**config.mk**
```make
export PLATFORM = sky130hd
export DESIGN_NAME = lidar_frame_parser_flat
export DESIGN_NICKNAME = d
export VERILOG_FILES = /design/src/rtl/core/lfp_pkg.sv /design/src/rtl/core/lfp_req_if.sv /design/src/rtl/core/lfp_rsp_if.sv /design/src/rtl/core/lfp_result_calc.sv /design/src/rtl/core/lidar_frame_parser.sv /design/src/flat_wrapper.sv
export VERILOG_INCLUDE_DIRS = /design/src /design/src/rtl/core
export SDC_FILE = /design/constraint.sdc
export NUM_CORES = 1
export LEC_CHECK = 0
export BUFFER_PORTS_ARGS = -buffer_cell sky130_fd_sc_hd__buf_2
export CAP_MARGIN = 20
export CORE_UTILIZATION = 55
export CTS_CLUSTER_DIAMETER = 60
export CTS_CLUSTER_SIZE = 25
export DETAILED_ROUTE_END_ITERATION = 10
export PLACE_DENSITY = 0.75
export SLEW_MARGIN = 10
export SYNTH_ARGS = -nofsm -noshare
export SYNTH_HDL_FRONTEND = slang
export SYNTH_SLANG_ARGS = --single-unit
export TNS_END_PERCENT = 20
```
**constraint.sdc**
```tcl
create_clock -name clock -period 4.6 [get_ports clock]
set_input_delay 1.38 -clock clock [delete_from_list [all_inputs] [get_ports clock]]
set_output_delay 1.38 -clock clock [all_outputs]
set_load 0.02 [all_outputs]
```
**src/rtl/core/assert_macros.svh**
```systemverilog
// ---------------------------------------------------------------------------
// Assertion macros
// Shared concurrent assertion forms, clocked on the rising edge and
// switched off while reset is high.
// ---------------------------------------------------------------------------
`ifndef ASSERT_MACROS_SVH
`define ASSERT_MACROS_SVH

// The property must hold at every sampled edge outside reset.
`define LFP_ASSERT(lbl, clk, rst, prop) \
   lbl: assert property (@(posedge clk) disable iff (rst) (prop)) \
      else $error("lfp assertion failed");

// When the antecedent holds, the consequent must hold at the next sampled edge.
`define LFP_ASSERT_NEXT(lbl, clk, rst, ante, cons) \
   lbl: assert property (@(posedge clk) disable iff (rst) (ante) |=> (cons)) \
      else $error("lfp assertion failed");

`endif

```
**src/rtl/core/lfp_pkg.sv**
```systemverilog
// ---------------------------------------------------------------------------
// lfp_pkg
// Types and constants shared by the rangefinder frame parser.
// ---------------------------------------------------------------------------
package lfp_pkg;

   localparam logic [7:0] HEADER_BYTE = 8'h59;

   // Byte positions within a nine-byte frame
   localparam logic [3:0] POS_HDR0     = 4'd0;
   localparam logic [3:0] POS_HDR1     = 4'd1;
   localparam logic [3:0] POS_DIST_LO  = 4'd2;
   localparam logic [3:0] POS_DIST_HI  = 4'd3;
   localparam logic [3:0] POS_STR_LO   = 4'd4;
   localparam logic [3:0] POS_STR_HI   = 4'd5;
   localparam logic [3:0] CHECKSUM_POS = 4'd8;

   // Configuration register indexes
   localparam logic [1:0] CSR_MIN_STRENGTH  = 2'd0;
   localparam logic [1:0] CSR_OVEREXPOSURE  = 2'd1;
   localparam logic [1:0] CSR_FAR_THRESHOLD = 2'd2;
   localparam logic [1:0] CSR_NEAR_THRESH   = 2'd3;

   localparam logic [15:0] MIN_STRENGTH_RST  = 16'd100;
   localparam logic [15:0] OVEREXPOSURE_RST  = 16'd65535;
   localparam logic [15:0] FAR_THRESHOLD_RST = 16'd100;
   localparam logic [15:0] NEAR_THRESH_RST   = 16'd50;

   typedef enum logic [1:0] {
      ZONE_FAR      = 2'd0,
      ZONE_MIDDLE   = 2'd1,
      ZONE_NEAR     = 2'd2,
      ZONE_NOT_CONF = 2'd3
   } zone_type;

   typedef struct packed {
      logic [15:0] min_strength;
      logic [15:0] overexposure_code;
      logic [15:0] far_threshold;
      logic [15:0] near_threshold;
   } cfg_type;

   typedef struct packed {
      logic        frame_ok;
      logic [15:0] distance;
      logic [15:0] strength;
      logic        confident;
      zone_type    zone;
   } result_type;

endpackage

```
**src/rtl/core/lfp_req_if.sv**
```systemverilog
// ---------------------------------------------------------------------------
// lfp_req_if
// Received-byte channel with a valid/ready handshake.
// ---------------------------------------------------------------------------
interface lfp_req_if;
   logic       valid;
   logic       ready;
   logic [7:0] rx_byte;

   modport source (output valid, output rx_byte, input ready);
   modport sink (input valid, input rx_byte, output ready);
endinterface

```
**src/rtl/core/lfp_rsp_if.sv**
```systemverilog
// ---------------------------------------------------------------------------
// lfp_rsp_if
// Parsed frame result channel with a valid/ready handshake.
// ---------------------------------------------------------------------------
interface lfp_rsp_if;
   logic        valid;
   logic        ready;
   logic        frame_ok;
   logic [15:0] distance;
   logic [15:0] strength;
   logic        confident;
   logic [1:0]  zone;

   modport source (output valid, output frame_ok, output distance, output strength,
                   output confident, output zone, input ready);
   modport sink (input valid, input frame_ok, input distance, input strength,
                 input confident, input zone, output ready);
endinterface

```
**src/rtl/core/lfp_result_calc.sv**
```systemverilog
// ---------------------------------------------------------------------------
// lfp_result_calc
// Checksum verdict, confidence flag and distance zone for a completed frame.
// ---------------------------------------------------------------------------
module lfp_result_calc (
   input  logic [7:0]          running_sum,
   input  logic [7:0]          checksum_byte,
   input  logic [15:0]         distance_latch,
   input  logic [15:0]         strength_latch,
   input  lfp_pkg::cfg_type    cfg,
   output lfp_pkg::result_type result
);

   logic        ok;
   logic [15:0] dist_val;
   logic [15:0] str;
   logic        conf;

   always_comb begin
      ok       = (running_sum == checksum_byte);
      // A failed frame reports zero readings.
      dist_val = ok ? distance_latch : 16'd0;
      str      = ok ? strength_latch : 16'd0;
      conf     = ok && (str >= cfg.min_strength) && (str != cfg.overexposure_code);

      result.frame_ok  = ok;
      result.distance  = dist_val;
      result.strength  = str;
      result.confident = conf;
      // The far test wins when the thresholds overlap.
      if (!conf) begin
         result.zone = lfp_pkg::ZONE_NOT_CONF;
      end else if (dist_val >= cfg.far_threshold) begin
         result.zone = lfp_pkg::ZONE_FAR;
      end else if (dist_val > cfg.near_threshold) begin
         result.zone = lfp_pkg::ZONE_MIDDLE;
      end else begin
         result.zone = lfp_pkg::ZONE_NEAR;
      end
   end

endmodule

```
**src/rtl/core/lidar_frame_parser.sv**
```systemverilog
// ---------------------------------------------------------------------------
// lidar_frame_parser
// Nine-byte rangefinder frame parser with confidence and zone classification.
// ---------------------------------------------------------------------------
// Usage: received serial bytes enter on req_chan, one per transfer. Each frame
// is two 0x59 header bytes, distance and strength (little endian), two spare
// bytes and a checksum byte. A wrong header byte is dropped and the frame
// search starts again with the following byte. The ninth byte of a frame
// produces one transfer on rsp_chan carrying the checksum verdict, readings,
// confidence flag and zone; all other bytes produce nothing.
// Timing: a byte is held in the input register and processed at the edge that
// empties it; the result of the checksum byte is then held in the result register,
// which drives rsp_chan valid. One byte per cycle is accepted continuously
// as long as the result register, the only limit, does not stall. If rsp_chan
// stalls, the result is held and bytes keep flowing until a second checksum
// byte reaches the input register, which then waits. Reset clears the frame
// count, the checksum and both handshakes and loads the default thresholds.
// The user must write the csr_ port only while idle; it is not enforced.
// ---------------------------------------------------------------------------
`include "assert_macros.svh"

module lidar_frame_parser (
   input  logic              clock,
   input  logic              reset,
   lfp_req_if.sink           req_chan,
   lfp_rsp_if.source         rsp_chan,
   input  logic              csr_wr_en,
   input  logic [1:0]        csr_index,
   input  logic [15:0]       csr_wdata
);

   lfp_pkg::cfg_type    cfg_ff;
   logic                in_v_ff, in_v_in;
   logic [7:0]          in_byte_ff;
   logic [3:0]          bytes_ff, bytes_in;
   logic [7:0]          sum_ff, sum_in;
   logic [15:0]         dist_ff, dist_in;
   logic [15:0]         str_ff, str_in;
   logic                out_v_ff, out_v_in;
   lfp_pkg::result_type out_ff;
   lfp_pkg::result_type calc_result;
   logic                at_check;
   logic                advance;
   logic                req_xfer;

   // Configuration registers
   always_ff @(posedge clock) begin
      if (reset) begin
         cfg_ff.min_strength      <= lfp_pkg::MIN_STRENGTH_RST;
         cfg_ff.overexposure_code <= lfp_pkg::OVEREXPOSURE_RST;
         cfg_ff.far_threshold     <= lfp_pkg::FAR_THRESHOLD_RST;
         cfg_ff.near_threshold    <= lfp_pkg::NEAR_THRESH_RST;
      end else if (csr_wr_en) begin
         case (csr_index)
            lfp_pkg::CSR_MIN_STRENGTH:  cfg_ff.min_strength      <= csr_wdata;
            lfp_pkg::CSR_OVEREXPOSURE:  cfg_ff.overexposure_code <= csr_wdata;
            lfp_pkg::CSR_FAR_THRESHOLD: cfg_ff.far_threshold     <= csr_wdata;
            lfp_pkg::CSR_NEAR_THRESH:   cfg_ff.near_threshold    <= csr_wdata;
            default: ;
         endcase
      end
   end

   lfp_result_calc u_calc (
      .running_sum    (sum_ff),
      .checksum_byte  (in_byte_ff),
      .distance_latch (dist_ff),
      .strength_latch (str_ff),
      .cfg            (cfg_ff),
      .result         (calc_result)
   );

   // A byte in the input register moves on unless it must write a result
   // while the result register is still full and stalled.
   assign at_check       = (bytes_ff >= lfp_pkg::CHECKSUM_POS);
   assign advance        = in_v_ff && (!at_check || !out_v_ff || rsp_chan.ready);
   assign req_chan.ready = !in_v_ff || advance;
   assign req_xfer       = req_chan.valid && req_chan.ready;

   always_comb begin
      in_v_in = in_v_ff;
      if (req_xfer) begin
         in_v_in = 1'b1;
      end else if (advance) begin
         in_v_in = 1'b0;
      end
   end

   // Frame state update
   always_comb begin
      bytes_in = bytes_ff;
      sum_in   = sum_ff;
      dist_in  = dist_ff;
      str_in   = str_ff;
      if (advance) begin
         if (at_check) begin
            bytes_in = 4'd0;
            sum_in   = 8'd0;
         end else if ((bytes_ff inside {lfp_pkg::POS_HDR0, lfp_pkg::POS_HDR1}) &&
                      (in_byte_ff != lfp_pkg::HEADER_BYTE)) begin
            bytes_in = 4'd0;
            sum_in   = 8'd0;
         end else begin
            case (bytes_ff)
               lfp_pkg::POS_DIST_LO: dist_in = {dist_ff[15:8], in_byte_ff};
               lfp_pkg::POS_DIST_HI: dist_in = {in_byte_ff, dist_ff[7:0]};
               lfp_pkg::POS_STR_LO:  str_in  = {str_ff[15:8], in_byte_ff};
               lfp_pkg::POS_STR_HI:  str_in  = {in_byte_ff, str_ff[7:0]};
               default: ;
            endcase
            sum_in   = sum_ff + in_byte_ff;
            bytes_in = bytes_ff + 4'd1;
         end
      end
   end

   always_comb begin
      out_v_in = out_v_ff && !rsp_chan.ready;
      if (advance && at_check) begin
         out_v_in = 1'b1;
      end
   end

   always_ff @(posedge clock) begin
      if (reset) begin
         in_v_ff  <= 1'b0;
         out_v_ff <= 1'b0;
         bytes_ff <= 4'd0;
         sum_ff   <= 8'd0;
         dist_ff  <= 16'd0;
         str_ff   <= 16'd0;
      end else begin
         in_v_ff  <= in_v_in;
         out_v_ff <= out_v_in;
         bytes_ff <= bytes_in;
         sum_ff   <= sum_in;
         dist_ff  <= dist_in;
         str_ff   <= str_in;
      end
   end

   always_ff @(posedge clock) begin
      if (req_xfer) begin
         in_byte_ff <= req_chan.rx_byte;
      end
      if (advance && at_check) begin
         out_ff <= calc_result;
      end
   end

   assign rsp_chan.valid     = out_v_ff;
   assign rsp_chan.frame_ok  = out_ff.frame_ok;
   assign rsp_chan.distance  = out_ff.distance;
   assign rsp_chan.strength  = out_ff.strength;
   assign rsp_chan.confident = out_ff.confident;
   assign rsp_chan.zone      = out_ff.zone;

   `LFP_ASSERT(a_count_range, clock, reset, bytes_ff <= lfp_pkg::CHECKSUM_POS)
   `LFP_ASSERT(a_new_result_restarts, clock, reset, $rose(out_v_ff) |-> (bytes_ff == 4'd0))
   `LFP_ASSERT_NEXT(a_bad_header_restart, clock, reset,
      advance && (bytes_ff <= lfp_pkg::POS_HDR1) && (in_byte_ff != lfp_pkg::HEADER_BYTE),
      (bytes_ff == 4'd0) && (sum_ff == 8'd0))
   `LFP_ASSERT(a_conf_zone, clock, reset,
      out_v_ff |-> (out_ff.confident == (out_ff.zone != lfp_pkg::ZONE_NOT_CONF)))
   `LFP_ASSERT(a_bad_frame_zero, clock, reset,
      (out_v_ff && !out_ff.frame_ok) |-> ((out_ff.distance == 16'd0) &&
         (out_ff.strength == 16'd0) && !out_ff.confident))

endmodule
```
**src/flat_wrapper.sv**
```systemverilog
// flat-port wrapper written by rule: the top's interface ports become plain ports
module lidar_frame_parser_flat 
  (clock, reset, csr_wr_en, csr_index, csr_wdata, req_chan_valid, req_chan_rx_byte, req_chan_ready, rsp_chan_valid, rsp_chan_frame_ok, rsp_chan_distance, rsp_chan_strength, rsp_chan_confident, rsp_chan_zone, rsp_chan_ready);
  lfp_req_if req_chan_i ();
  lfp_rsp_if rsp_chan_i ();
  input  logic clock;
  input  logic reset;
  input  logic csr_wr_en;
  input  logic [1:0] csr_index;
  input  logic [15:0] csr_wdata;
  input wire logic [$bits(req_chan_i.valid)-1:0] req_chan_valid;
  input wire logic [$bits(req_chan_i.rx_byte)-1:0] req_chan_rx_byte;
  output wire logic [$bits(req_chan_i.ready)-1:0] req_chan_ready;
  output wire logic [$bits(rsp_chan_i.valid)-1:0] rsp_chan_valid;
  output wire logic [$bits(rsp_chan_i.frame_ok)-1:0] rsp_chan_frame_ok;
  output wire logic [$bits(rsp_chan_i.distance)-1:0] rsp_chan_distance;
  output wire logic [$bits(rsp_chan_i.strength)-1:0] rsp_chan_strength;
  output wire logic [$bits(rsp_chan_i.confident)-1:0] rsp_chan_confident;
  output wire logic [$bits(rsp_chan_i.zone)-1:0] rsp_chan_zone;
  input wire logic [$bits(rsp_chan_i.ready)-1:0] rsp_chan_ready;
  assign req_chan_i.valid = req_chan_valid;
  assign req_chan_i.rx_byte = req_chan_rx_byte;
  assign req_chan_ready = req_chan_i.ready;
  assign rsp_chan_valid = rsp_chan_i.valid;
  assign rsp_chan_frame_ok = rsp_chan_i.frame_ok;
  assign rsp_chan_distance = rsp_chan_i.distance;
  assign rsp_chan_strength = rsp_chan_i.strength;
  assign rsp_chan_confident = rsp_chan_i.confident;
  assign rsp_chan_zone = rsp_chan_i.zone;
  assign rsp_chan_i.ready = rsp_chan_ready;
  lidar_frame_parser u_core (.clock(clock), .reset(reset), .req_chan(req_chan_i), .rsp_chan(rsp_chan_i), .csr_wr_en(csr_wr_en), .csr_index(csr_index), .csr_wdata(csr_wdata));
endmodule
```
==> metrics.txt <==
n_diodes=0; root buffer cell=clkbuf_16; Comb pwr share=6.4%; clock power share=45.6%; status=completed; max cap viols=0; family with the most delay on the worst path=simple AND/OR/NAND/NOR gates; First DRT Iteration DRCs=481; Main synth FF type=dfxtp_1; Worst-Margin Slew=1.08 ns; final hold vios=0; worst min path class=register to register; filler instances=1,127; Fin Hold WS=0.449 ns; worst vdd ir=0.293 mV; Top Layer Used=met4; vias in the first global route=5,711; proportion of power drawn by flip-flops and latches=48.0%; cell mode on critical path=a21o_1; total grt overflow=0; Syn Inst Count=821; die width=119 µm; Setup crit start kind=register; core area=13,200 µm²; sequential share of the synthesized area=47.2%; Post-CTS Resized=0; port bufs=68; met2 wire length=8300 µm; Residual DRC=0; Post-synth EDFFs=44; pin count of the biggest net entering global routing=80; Post-Synthesis Cell Area=7470 µm²; Setup TNS Final=0 ns; GP Congestion=0.894; initial antenna violation count=0; net switching power=0.694 mW; Die H=119 µm; CP endpoint kind=register; Sink Count=154; asr flop ratio synth=0%; die area=14,000 µm²; synth unique cells=54; CTS buffer count=17; WP buf/inv=1; Initial Util=56.4%; leading area contributor after synthesis=dfxtp_1; clk_skew=0.00711 ns; vias per cell=5.69; clock slew at reported path FFs=0.06 ns; critical path peak fanout=36; first-pass GRT wire length=29,400 µm; DR WL/cell=17.0 µm; Synth Register Bits=154; yosys warns=0; Setup CP Type=register to register; power consumption=3.01 mW; switch share=23.0%; H-tree Lvls=4; slowest stage cell, crit path=or4_1; synth top area cells=dfxtp_1 (29%), edfxtp_1 (18%), ha_1 (9.9%); CTS tree=yes; total length of routed wires=18,100 µm; Final Setup Violations=0; Core Util, Final=64.5%; minimum clock period=4.35 ns; Via Count=6,081; Pint=2.32 mW; # rows=42; most frequent cell after synthesis=nand2_1; met3 wire length=1130 µm; unrepaired setup endpoints after global routing=false; clock latency on the worst-skew pair=0.43 ns; Max transition margin=27.5%; syn nets=912; postcts setup bufs=0; leakage power=3.31 nW; Layout area overhead=14.4%; crit share post-route=94.5%; pwr dens=353 nW/µm²; hold_buf cts=0; first-pass iteration count of the detailed router=5; HPWL Detailed=12,800 µm; top cell type's share of synthesized area=29.5%; most frequent cells after synthesis=nand2_1 (155), dfxtp_1 (110), a21oi_1 (76); CP arrival=4.59 ns; clk buf depth=2; CP cell instances=ha_1 > or4_1 > or3_4 > clkinv_4 > and2_1 > ha_1 > a21o_1 > a21o_1 > a2111oi_0 > o21ai_0 > a21o_1 > o311ai_1; number of routed nets with antenna violations=0; worst path required time=4.84 ns; layout cell share with drive strength beyond 1=13.2%; Ports=69; final max-slew violation count=0; Mean Syn Cell Area=9.09 µm²; maximum clock rate=230 MHz; worst stage delay on the critical path=0.69 ns; nets=971; M1 wire length=8230 µm; GRT Overall Usage=27.4%
## kinds of logic (layout without fill, tap and decap cells)
| logic type | Yosys count | in the layout | synth area share, % |
|---|---|---|---|
| fa+ha+maj | 60 | 60 | 10.2 |
| buf+inv | 92 | 164 | 4.84 |
| xor+xnor | 15 | 15 | 1.76 |
| flops | 154 | 154 | 47.2 |
| mux | 16 | 16 | 2.15 |
| compound gates | 150 | 150 | 12.3 |
| simple gates | 334 | 334 | 21.6 |
## worst min-delay path: cells and delay by family, from the launching register on
family,cells,cell delay (ns)
AND/OR/NAND/NOR,1,0.05
AO/OA/AOI/OAI,1,0.05
flip-flops,1,0.31
## cell usage in the layout (no fill, tap or decap), types with 15 or more instances in the layout
cell       count
nand2_1      155
dfxtp_1      110
a21oi_1       76
buf_2         68
ha_1          59
inv_1         54
edfxtp_1      44
nor2_1        42
nand3_1       38
and2_1        32
clkbuf_16     18
mux2i_1       16
o21ai_0       15
## final timing paths
kind | start | to | slack (ns) | depth (start not counted)
worst max-delay path | u_core.in_byte_ff[3]$_DFFE_PP_ | u_core.rsp_chan.zone[0]$_SDFFCE_PN1P_ | 0.25 | 12
worst max register to register | u_core.in_byte_ff[3]$_DFFE_PP_ | u_core.rsp_chan.zone[0]$_SDFFCE_PN1P_ | 0.25 | 12
worst min register to register | u_core.dist_ff[3]$_SDFFE_PP0P_ | u_core.dist_ff[3]$_SDFFE_PP0P_ | 0.45 | 2
worst min-delay path | u_core.dist_ff[3]$_SDFFE_PP0P_ | u_core.dist_ff[3]$_SDFFE_PP0P_ | 0.45 | 2
## power groups by stage
stage	clock [mW]	sequential, mW	combinational, mW
final	1.37	1.45	0.193
after global routing	1.46	1.45	0.214
after CTS	1.39	1.45	0.191
after detailed placement	0	1.48	0.189
after global placement	0	1.47	0.187
after floorplan	0	1.47	0.122
## layout make-up
type / count / area, µm² / area share (%)
inverters: 55 / 211 / 2.48
repair buffers: 77 / 408 / 4.78
clock buffers: 21 / 462 / 5.41
well taps: 176 / 220 / 2.58
multi-input cells: 575 / 3600 / 42.1
flip-flops and latches: 154 / 3520 / 41.2
clock inverters: 11 / 118 / 1.38
## state kept, by name (all words and copies together) (netlist names)
| name | cells |
|---|---|
| u_core.rsp_chan.frame_ok | 1 |
| u_core.rsp_chan.valid | 1 |
| u_core.str_ff | 16 |
| u_core.rsp_chan.distance | 16 |
| u_core.rsp_chan.confident | 1 |
| u_core.sum_ff | 8 |
| u_core.bytes_ff | 4 |
| u_core.rsp_chan.zone | 2 |
| u_core.in_byte_ff | 8 |
| u_core.cfg_ff | 64 |
| u_core.dist_ff | 16 |
| u_core.in_v_ff | 1 |
| u_core.rsp_chan.strength | 16 |
## through the flow
stage	setup WS, ns	area, µm²	instances
finish	0.253	8540	1069
global route	0.0513	8540	1069
CTS	0.269	8540	1069
detailed placement	0.325	7960	1037
global placement	0.383	7960	1037
floorplan	0.536	7470	821
## routing by layer
layer	GRT usage (%)	vias to the layer above
met5	0	-
met4	11.1	0
met3	5.60	32
met2	43.9	190
met1	36.2	2883
li1	-	2976
(Power assumes the default switching activity.)
